## src/rtl/core/srec_pkg.sv

```systemverilog
// Types, constants and helpers of the S-record encoder
package srec_pkg;

  localparam int unsigned RecordBytesDef = 16;
  localparam int unsigned BufDepth       = 16;
  localparam int unsigned IdxW           = $clog2(BufDepth);
  localparam int unsigned FillW          = IdxW + 1;
  localparam int unsigned ResW           = 4;
  localparam int unsigned AddrW          = 32;

  localparam logic [7:0]       BlankByte = 8'hFF;
  localparam logic [AddrW-1:0] Addr16Lim = 32'h0001_0000;
  localparam logic [AddrW-1:0] Addr24Lim = 32'h0100_0000;

  localparam logic [6:0] CharS  = 7'h53;
  localparam logic [6:0] CharNl = 7'h0A;
  localparam logic [6:0] Char0  = 7'h30;
  localparam logic [6:0] CharA  = 7'h41;

  typedef struct packed {
    logic [7:0] data_byte;
    logic       last_byte;
  } in_item_t;

  typedef struct packed {
    logic [6:0] char_code;
    logic       last_char;
  } out_item_t;

  function automatic logic [6:0] hex_char(input logic [3:0] nib);
    logic [6:0] c;
    if (nib < 4'd10) begin
      c = Char0 + {3'b000, nib};
    end else begin
      c = CharA + {3'b000, nib} - 7'd10;
    end
    return c;
  endfunction

endpackage

```

## src/rtl/core/srec_mod_unit.sv

```systemverilog
// Table-driven remainder of a 32-bit address by the record length
module srec_mod_unit #(
  parameter int unsigned RECORD_BYTES = srec_pkg::RecordBytesDef
) (
  input  logic [srec_pkg::AddrW-1:0] value_i,
  output logic [srec_pkg::ResW-1:0]  res_o
);

  localparam int unsigned RW   = srec_pkg::ResW;
  localparam int unsigned NibN = srec_pkg::AddrW / 4;
  localparam int unsigned SumW = RW + $clog2(NibN);

  typedef logic [NibN-1:0][15:0][RW-1:0]   nib_tab_t;
  typedef logic [(1 << SumW)-1:0][RW-1:0]  fold_tab_t;

  // residue of each nibble value at each nibble position
  function automatic nib_tab_t nib_table();
    nib_tab_t    t;
    int unsigned w;
    t = '0;
    w = 1 % RECORD_BYTES;
    for (int unsigned p = 0; p < NibN; p++) begin
      for (int unsigned n = 0; n < 16; n++) begin
        t[p][n] = RW'((n * w) % RECORD_BYTES);
      end
      w = (w * 16) % RECORD_BYTES;
    end
    return t;
  endfunction

  // residue of a sum of nibble residues
  function automatic fold_tab_t fold_table();
    fold_tab_t t;
    t = '0;
    for (int unsigned s = 0; s < (1 << SumW); s++) begin
      t[s] = RW'(s % RECORD_BYTES);
    end
    return t;
  endfunction

  localparam nib_tab_t  NibTab  = nib_table();
  localparam fold_tab_t FoldTab = fold_table();

  logic [SumW-1:0] acc [NibN+1];

  assign acc[0] = '0;

  for (genvar p = 0; p < NibN; p++) begin : g_nib
    assign acc[p+1] = acc[p] + SumW'(NibTab[p][value_i[p*4 +: 4]]);
  end

  assign res_o = FoldTab[acc[NibN]];

endmodule

```

## src/rtl/core/srecord_encoder.sv

```systemverilog
// S-record encoder: collects memory bytes and emits S1/S2/S3 record text
// Usage:
//   Input channel carries one memory byte per transfer with a flag marking the
//   last byte of the region. Output channel carries one ASCII character per
//   transfer; last_char flags the newline that ends a record.
//   cfg_we_i/cfg_wdata_i write the region start address; the user must do so while the
//   block idles, unenforced; its record phase comes from a table-driven remainder.
// Timing:
//   A byte that does not close a record, or closes an all-0xFF record, leaves
//   input open for the next byte. A closing byte starts a run of 2*N + 2*A + 7
//   characters (N data bytes, A address bytes), one per cycle from the character
//   sequencer while the output is not stalled; the first passes through the
//   state register and then the output register, and input stays stalled for
//   the whole run.
// Reset clears the record state and the start address to zero.
// A stalled output holds its character; the sequencer waits on it, and input
// stays stalled until the newline has been handed to the output register.
module srecord_encoder #(
  parameter int unsigned RECORD_BYTES = srec_pkg::RecordBytesDef
) (
  input  logic                       clk_i,
  input  logic                       rst_ni,
  input  logic                       cfg_we_i,
  input  logic [srec_pkg::AddrW-1:0] cfg_wdata_i,
  input  logic                       in_valid_i,
  output logic                       in_stall_o,
  input  srec_pkg::in_item_t         in_data_i,
  output logic                       out_valid_o,
  input  logic                       out_stall_i,
  output srec_pkg::out_item_t        out_data_o
);

  localparam int unsigned RW = srec_pkg::ResW;
  localparam int unsigned FW = srec_pkg::FillW;
  localparam int unsigned AW = srec_pkg::AddrW;

  localparam logic [2:0] ST_IDLE = 3'd0;
  localparam logic [2:0] ST_SREC = 3'd1;
  localparam logic [2:0] ST_TYPE = 3'd2;
  localparam logic [2:0] ST_HEX  = 3'd3;
  localparam logic [2:0] ST_NL   = 3'd4;

  localparam logic [RW-1:0] ResLast = RW'(RECORD_BYTES - 1);
  localparam logic [FW-1:0] FillMax = FW'(RECORD_BYTES);

  logic [RW-1:0]   cfg_res;

  logic [AW-1:0]   start_q, start_d;
  logic [RW-1:0]   start_res_q, start_res_d;
  logic [AW-1:0]   next_addr_q, next_addr_d;
  logic [RW-1:0]   next_res_q, next_res_d;
  logic [FW-1:0]   fill_q, fill_d;
  logic            blank_q, blank_d;
  logic [AW-1:0]   rec_addr_q, rec_addr_d;
  logic [2:0]      state_q, state_d;
  logic [FW-1:0]   size_q, size_d;
  logic [2:0]      ab_q, ab_d;
  logic [AW-1:0]   addr_sh_q, addr_sh_d;
  logic [7:0]      sum_q, sum_d;
  logic [FW-1:0]   byte_idx_q, byte_idx_d;
  logic            nib_q, nib_d;
  logic [srec_pkg::IdxW-1:0] rd_idx_q, rd_idx_d;
  logic            out_valid_q;
  srec_pkg::out_item_t out_q, out_d;
  logic [7:0]      buf_q [srec_pkg::BufDepth];

  logic            in_acc, adv, emit_go, close, blank_acc, is_addr, is_data;
  logic [AW-1:0]   rec_addr_acc;
  logic [FW-1:0]   fill_inc, total_last;
  logic [RW-1:0]   res_inc;
  logic [2:0]      ab_acc;
  logic [7:0]      count_acc, cur_byte;
  logic [3:0]      nibble;

  srec_mod_unit #(
    .RECORD_BYTES(RECORD_BYTES)
  ) u_mod (
    .value_i(cfg_wdata_i),
    .res_o  (cfg_res)
  );

  assign in_stall_o = (state_q != ST_IDLE);
  assign in_acc     = in_valid_i && !in_stall_o;
  assign adv        = !out_valid_q || !out_stall_i;
  assign emit_go    = (state_q != ST_IDLE) && adv;

  always_comb begin
    rec_addr_acc = (fill_q == '0) ? next_addr_q : rec_addr_q;
    blank_acc    = ((fill_q == '0) || blank_q) && (in_data_i.data_byte == srec_pkg::BlankByte);
    fill_inc     = fill_q + 1'b1;
    if (next_addr_q == '1) begin
      res_inc = '0;
    end else if (next_res_q == ResLast) begin
      res_inc = '0;
    end else begin
      res_inc = next_res_q + 1'b1;
    end
    close = in_data_i.last_byte || (res_inc == '0) || (fill_inc >= FillMax);
    priority if (rec_addr_acc < srec_pkg::Addr16Lim) begin
      ab_acc = 3'd2;
    end else if (rec_addr_acc < srec_pkg::Addr24Lim) begin
      ab_acc = 3'd3;
    end else begin
      ab_acc = 3'd4;
    end
    count_acc = 8'(fill_inc) + {5'b0, ab_acc} + 8'd1;
  end

  always_comb begin
    total_last = FW'(ab_q) + size_q + 1'b1;
    is_addr    = (byte_idx_q != '0) && (byte_idx_q <= FW'(ab_q));
    is_data    = (byte_idx_q > FW'(ab_q)) && (byte_idx_q < total_last);
    priority if (byte_idx_q == '0) begin
      cur_byte = sum_q;
    end else if (is_addr) begin
      cur_byte = addr_sh_q[AW-1 -: 8];
    end else if (is_data) begin
      cur_byte = buf_q[rd_idx_q];
    end else begin
      cur_byte = ~sum_q;
    end
    nibble = nib_q ? cur_byte[3:0] : cur_byte[7:4];
  end

  always_comb begin
    out_d.last_char = 1'b0;
    unique case (state_q)
      ST_SREC: out_d.char_code = srec_pkg::CharS;
      ST_TYPE: out_d.char_code = srec_pkg::Char0 + {4'b0, ab_q} - 7'd1;
      ST_HEX:  out_d.char_code = srec_pkg::hex_char(nibble);
      ST_NL: begin
        out_d.char_code = srec_pkg::CharNl;
        out_d.last_char = 1'b1;
      end
      default: out_d.char_code = srec_pkg::CharNl;
    endcase
  end

  always_comb begin
    start_d     = start_q;
    start_res_d = start_res_q;
    next_addr_d = next_addr_q;
    next_res_d  = next_res_q;
    fill_d      = fill_q;
    blank_d     = blank_q;
    rec_addr_d  = rec_addr_q;
    state_d     = state_q;
    size_d      = size_q;
    ab_d        = ab_q;
    addr_sh_d   = addr_sh_q;
    sum_d       = sum_q;
    byte_idx_d  = byte_idx_q;
    nib_d       = nib_q;
    rd_idx_d    = rd_idx_q;

    if (cfg_we_i) begin
      start_d     = cfg_wdata_i;
      start_res_d = cfg_res;
      if (fill_q == '0) begin
        next_addr_d = cfg_wdata_i;
        next_res_d  = cfg_res;
      end
    end

    if (in_acc) begin
      rec_addr_d = rec_addr_acc;
      fill_d     = fill_inc;
      blank_d    = blank_acc;
      if (in_data_i.last_byte) begin
        next_addr_d = start_q;
        next_res_d  = start_res_q;
      end else begin
        next_addr_d = next_addr_q + 1'b1;
        next_res_d  = res_inc;
      end
      if (close) begin
        fill_d  = '0;
        blank_d = 1'b1;
        if (!blank_acc) begin
          state_d    = ST_SREC;
          size_d     = fill_inc;
          ab_d       = ab_acc;
          sum_d      = count_acc;
          byte_idx_d = '0;
          nib_d      = 1'b0;
          rd_idx_d   = '0;
          unique case (ab_acc)
            3'd2:    addr_sh_d = {rec_addr_acc[15:0], 16'h0000};
            3'd3:    addr_sh_d = {rec_addr_acc[23:0], 8'h00};
            default: addr_sh_d = rec_addr_acc;
          endcase
        end
      end
    end

    if (emit_go) begin
      unique case (state_q)
        ST_SREC: state_d = ST_TYPE;
        ST_TYPE: state_d = ST_HEX;
        ST_HEX: begin
          if (!nib_q) begin
            nib_d = 1'b1;
          end else begin
            nib_d      = 1'b0;
            byte_idx_d = byte_idx_q + 1'b1;
            if (is_addr) begin
              addr_sh_d = {addr_sh_q[AW-9:0], 8'h00};
            end
            if (is_data) begin
              rd_idx_d = rd_idx_q + 1'b1;
            end
            if (is_addr || is_data) begin
              sum_d = sum_q + cur_byte;
            end
            if (byte_idx_q == total_last) begin
              state_d = ST_NL;
            end
          end
        end
        ST_NL:   state_d = ST_IDLE;
        default: state_d = ST_IDLE;
      endcase
    end
  end

  always_ff @(posedge clk_i or negedge rst_ni) begin
    if (!rst_ni) begin
      start_q     <= '0;
      start_res_q <= '0;
      next_addr_q <= '0;
      next_res_q  <= '0;
      fill_q      <= '0;
      blank_q     <= 1'b1;
      rec_addr_q  <= '0;
      state_q     <= ST_IDLE;
      out_valid_q <= 1'b0;
    end else begin
      start_q     <= start_d;
      start_res_q <= start_res_d;
      next_addr_q <= next_addr_d;
      next_res_q  <= next_res_d;
      fill_q      <= fill_d;
      blank_q     <= blank_d;
      rec_addr_q  <= rec_addr_d;
      state_q     <= state_d;
      if (emit_go) begin
        out_valid_q <= 1'b1;
      end else if (!out_stall_i) begin
        out_valid_q <= 1'b0;
      end
    end
  end

  always_ff @(posedge clk_i) begin
    size_q     <= size_d;
    ab_q       <= ab_d;
    addr_sh_q  <= addr_sh_d;
    sum_q      <= sum_d;
    byte_idx_q <= byte_idx_d;
    nib_q      <= nib_d;
    rd_idx_q   <= rd_idx_d;
    if (emit_go) begin
      out_q <= out_d;
    end
    if (in_acc) begin
      buf_q[fill_q[srec_pkg::IdxW-1:0]] <= in_data_i.data_byte;
    end
  end

  assign out_valid_o = out_valid_q;
  assign out_data_o  = out_q;

endmodule

```

## config.mk

```make
export PLATFORM = sky130hd
export DESIGN_NAME = srecord_encoder
export DESIGN_NICKNAME = d
export VERILOG_FILES = /design/src/rtl/core/srec_pkg.sv /design/src/rtl/core/srec_mod_unit.sv /design/src/rtl/core/srecord_encoder.sv
export SDC_FILE = /design/constraint.sdc
export NUM_CORES = 1
export LEC_CHECK = 0
export BUFFER_PORTS_ARGS = -buffer_cell sky130_fd_sc_hd__buf_2
export CORE_ASPECT_RATIO = 2
export CORE_MARGIN = 5
export CORE_UTILIZATION = 56
export CTS_CLUSTER_SIZE = 40
export DETAILED_ROUTE_END_ITERATION = 12
export PLACE_DENSITY = 0.84
export SYNTH_ARGS = -nofsm -noshare
export SYNTH_HDL_FRONTEND = slang
export SYNTH_SLANG_ARGS = --single-unit
```

## constraint.sdc

```tcl
create_clock -name clk_i -period 4.4 [get_ports clk_i]
set_input_delay 0.22 -clock clk_i [delete_from_list [all_inputs] [get_ports clk_i]]
set_output_delay 0.22 -clock clk_i [all_outputs]
set_load 0.005 [all_outputs]
```

==> flow_summary.ini <==
[sta]
drv_slew = 0
finalHoldViolCount = 0
rsz0062_at_grt = true
slew_headroom = 0.2318
fmax_mhz = 235.5
tightest_slew_ns = 1.148
min_period_ns = 4.246
final_critical_path_setup_slack_ns = 0.1541
fin_hold_ws_ns = 0.05643
min_period_over_period = 0.9650
setup_violations = 0
finClkSkew_ns = 0.02432

[grt]
grtUsageTotal = 0.2587
grt_pass1_wl_um = 62590
grt_pass1_vias = 11260
grt_remaining_overflow = 0
antenna_found_initial = 0
grt_start_max_net_pins = 73

[floorplan]
fp.coreArea_um2 = 26910
dieArea_um2 = 30780
die_y_um = 243.2
start_util = 0.5657
ios = 56
rows = 85
die_w_um = 126.6

[synth]
ys.flop_type = edfxtp_1
syn-instance-count = 1313
synth_edf_count = 144
ys_seq_area_frac = 0.5308
netlist_area_um2 = 15220
synth.distinct_cells = 78
ys_ff_latch = 304
synthesis.nets = 1395
synth.avg_cell_area_um2 = 11.59
yosys_warnings = 0
ys_async_sr_fraction = 0.3618

[finish]
final_area_um2 = 17150
drive_gt1_frac = 0.1781
fillers = 1967
antenna_cells_inserted = 0
area_delta_synth_final_pct = 12.67
final_nets = 1471
final_cell_mix = edfxtp_1 (144), dfrtp_1 (109), nand2_1 (101)
final_common_cell = edfxtp_1
stdcell_count = 1757

[worst_setup_path]
cp_max_fo = 9
timing.rr.end = out_data_o[3]$_DFFE_PP_
cp-end-kind = flip-flop
worst_ep_arrival_time_ns = 4.64
regToRegSetupSlack_ns = 0.15
worst-r2r-cell-count = 20
path_cells = inv_2, ha_4, fa_2, nor2b_1, o21ai_1, xor2_1, ha_1, nand3_2, a21oi_2, buf_4, a211oi_4, buf_4, mux2i_2, a211oi_2, or2_4, inv_2, ha_1, inv_1, or4_1, a31oi_1
max_stage_delay_ns = 0.53
cp-start-kind = flip-flop
r2r-start = ab_q[0]$_DFFE_PP_
slowest_stage = or4_1
crit_required_ns = 4.80
setup.worst_path.class = flip-flop to flip-flop

[cts]
root_buffer = clkbuf_16
clk_pin_slew_ns = 0.07
tritoncts = yes
clock-sinks = 304
clock_latency_ns = 0.57
htreeDepth = 1
cts_buffer_depth = 3
numCtsBuffers = 26

[pwr]
power.share.clock = 0.253
switching_share = 0.3554
p_seq_frac = 0.415
ir_drop_uv = 409.3
p_per_area_nw_per_um2 = 519.4
combPwrFrac = 0.332
p_total_uw = 8908
p_leak_uw = 0.006904
p_int_uw = 5742
switching_power_uw = 3165

[min_path]
hp-class = input pin to flip-flop
min_from = in_data_i[5]
min_path_cells = 1
hold_end = buf_q[8][4]$_DFFE_PP_

[flow_run]
cap_viol_max_count = 0

[drt]
vias = 11290
drc_errors = 0
first_pass_iters = 5
ant_nets = 0
wl_per_cell_um = 22.71
routed_wl_um = 39910
via_per_inst = 6.427
drtIter0Drc = 976

[placed_design]
placed_cell_area_um2 = 15860
placedCellCount = 1671
post-place-ws_ns = -0.07957
dp_hpwl_um = 28460
gp_congestion = 0.9513
io_buffers = 55

[run_status]
outcome = finished clean
-- layout make-up --
type / count / area (µm²) / share of cell area
clock buffer: 30 / 686.9 / 0.04006
timing repair buffer: 141 / 1008 / 0.05881
clock inverter: 18 / 146.4 / 0.008536
inverter: 37 / 138.9 / 0.008099
tap: 348 / 435.4 / 0.02539
multi-input combinational: 879 / 6653 / 0.3879
sequential: 304 / 8080 / 0.4712
-- layer usage --
layer  GRT usage  vias up  part of all wire
met5           0        -                 0
li1            -     5106                 -
met2      0.4727      448              0.54
met4      0.1690        0             0.078
met3     0.02970      155             0.045
met1      0.2752     5583              0.33
-- logic make-up (layout without fill, tap and decap cells) --
group / Yosys count / count (layout) / share of synthesized area
xor+xnor: 40 / 40 / 0.02302
mux: 148 / 148 / 0.1329
buf+inv: 130 / 226 / 0.03896
compound gates: 298 / 298 / 0.1281
simple gates: 357 / 357 / 0.1152
fa+ha+maj: 36 / 36 / 0.03107
flops: 304 / 304 / 0.5308
-- sequential cells by signal (all words and copies together) (netlist names) --
register / count
sum_q: 8
next_addr_q: 32
start_q: 32
out_data_o: 8
ab_q: 3
size_q: 5
buf_q: 128
rec_addr_q: 32
state_q: 3
addr_sh_q: 32
fill_q: 5
out_valid_o: 1
nib_q: 1
next_res_q: 4
byte_idx_q: 5
rd_idx_q: 4
blank_q: 1
-- how the worst max path moves through the flow --
stage          depth (start not counted)                      end              start
6_report                              20  out_data_o[3]$_DFFE_PP_  ab_q[0]$_DFFE_PP_
5_1_grt                               20  out_data_o[3]$_DFFE_PP_  ab_q[0]$_DFFE_PP_
4_1_cts                               20         sum_q[7]$_DFF_P_  ab_q[0]$_DFFE_PP_
3_5_place_dp                          21         sum_q[6]$_DFF_P_  ab_q[0]$_DFFE_PP_
3_3_place_gp                          20         sum_q[7]$_DFF_P_  ab_q[0]$_DFFE_PP_
2_1_floorplan                         22         sum_q[6]$_DFF_P_  ab_q[0]$_DFFE_PP_
-- power by group through the flow --
stage | logic, µW | registers [µW] | clock network [µW]
floorplan | 2190 | 3490 | 0
global placement | 2710 | 3720 | 0
detailed placement | 2790 | 3740 | 0
CTS | 2840 | 3680 | 2280
global route | 3250 | 3730 | 2390
finish | 2960 | 3700 | 2250
-- stage by stage --
stage          TNS [ns]    util
6_report              0  0.6373
5_1_grt         -0.1172  0.6373
4_1_cts               0  0.6332
3_5_place_dp    -0.1757  0.5894
3_3_place_gp          0  0.5894
2_1_floorplan         0       -
-- synth_stat cells, types with 5 or more instances --
master	number	area, µm²
edfxtp_1	144	4324
dfrtp_1	109	2728
nand2_1	104	390.4
a21oi_1	73	365.4
nand3_1	68	340.3
nor2_1	68	255.2
clkbuf_1	66	247.7
mux2i_1	59	590.6
o21ai_0	58	290.3
mux2_2	56	630.6
dfxtp_1	50	1001
a211oi_1	34	255.2
inv_1	34	127.6
ha_1	33	412.9
mux4_1	21	551.8
and3_1	20	125.1
xnor2_1	20	175.2
xor2_1	20	175.2
o211ai_1	19	142.6
o22ai_1	17	106.4
a31oi_1	15	93.84
or3_1	15	93.84
and2_1	13	81.33
a21o_1	12	90.09
a221oi_1	12	105.1
nand4_1	12	75.07
nor3_1	12	60.06
nor4_1	11	68.82
mux4_2	10	225.2
a22oi_1	9	67.56
buf_2	9	45.04
a221o_1	8	80.08
o21a_1	8	60.06
nand2b_1	7	43.79
buf_6	6	67.56
nor2b_1	6	37.54
a22o_1	5	43.79
buf_1	5	18.77
o221ai_1	5	43.79
-- worst max-delay path, delay by kind of cell, from the launching register on --
kind / cells / cell delay (ns)
buffers and inverters: 5 / 0.54
muxes: 1 / 0.26
AOI/OAI and AO/OA: 5 / 0.65
xor gates and xnor gates: 1 / 0.15
adders and majority gates: 4 / 1.06
and+or+nand+nor: 4 / 1.07
DFF: 1 / 0.36
-- timing repair --
| action | in CTS | in global routing |
|---|---|---|
| pin swaps | 1 | 12 |
| hold endpoints to repair | 91 | 0 |
| setup buffers | 0 | 4 |
| resized for setup | 3 | 20 |
| setup endpoints to repair | 3 | 6 |
| hold buffers | 34 | 0 |
(Power assumes the default switching activity.)
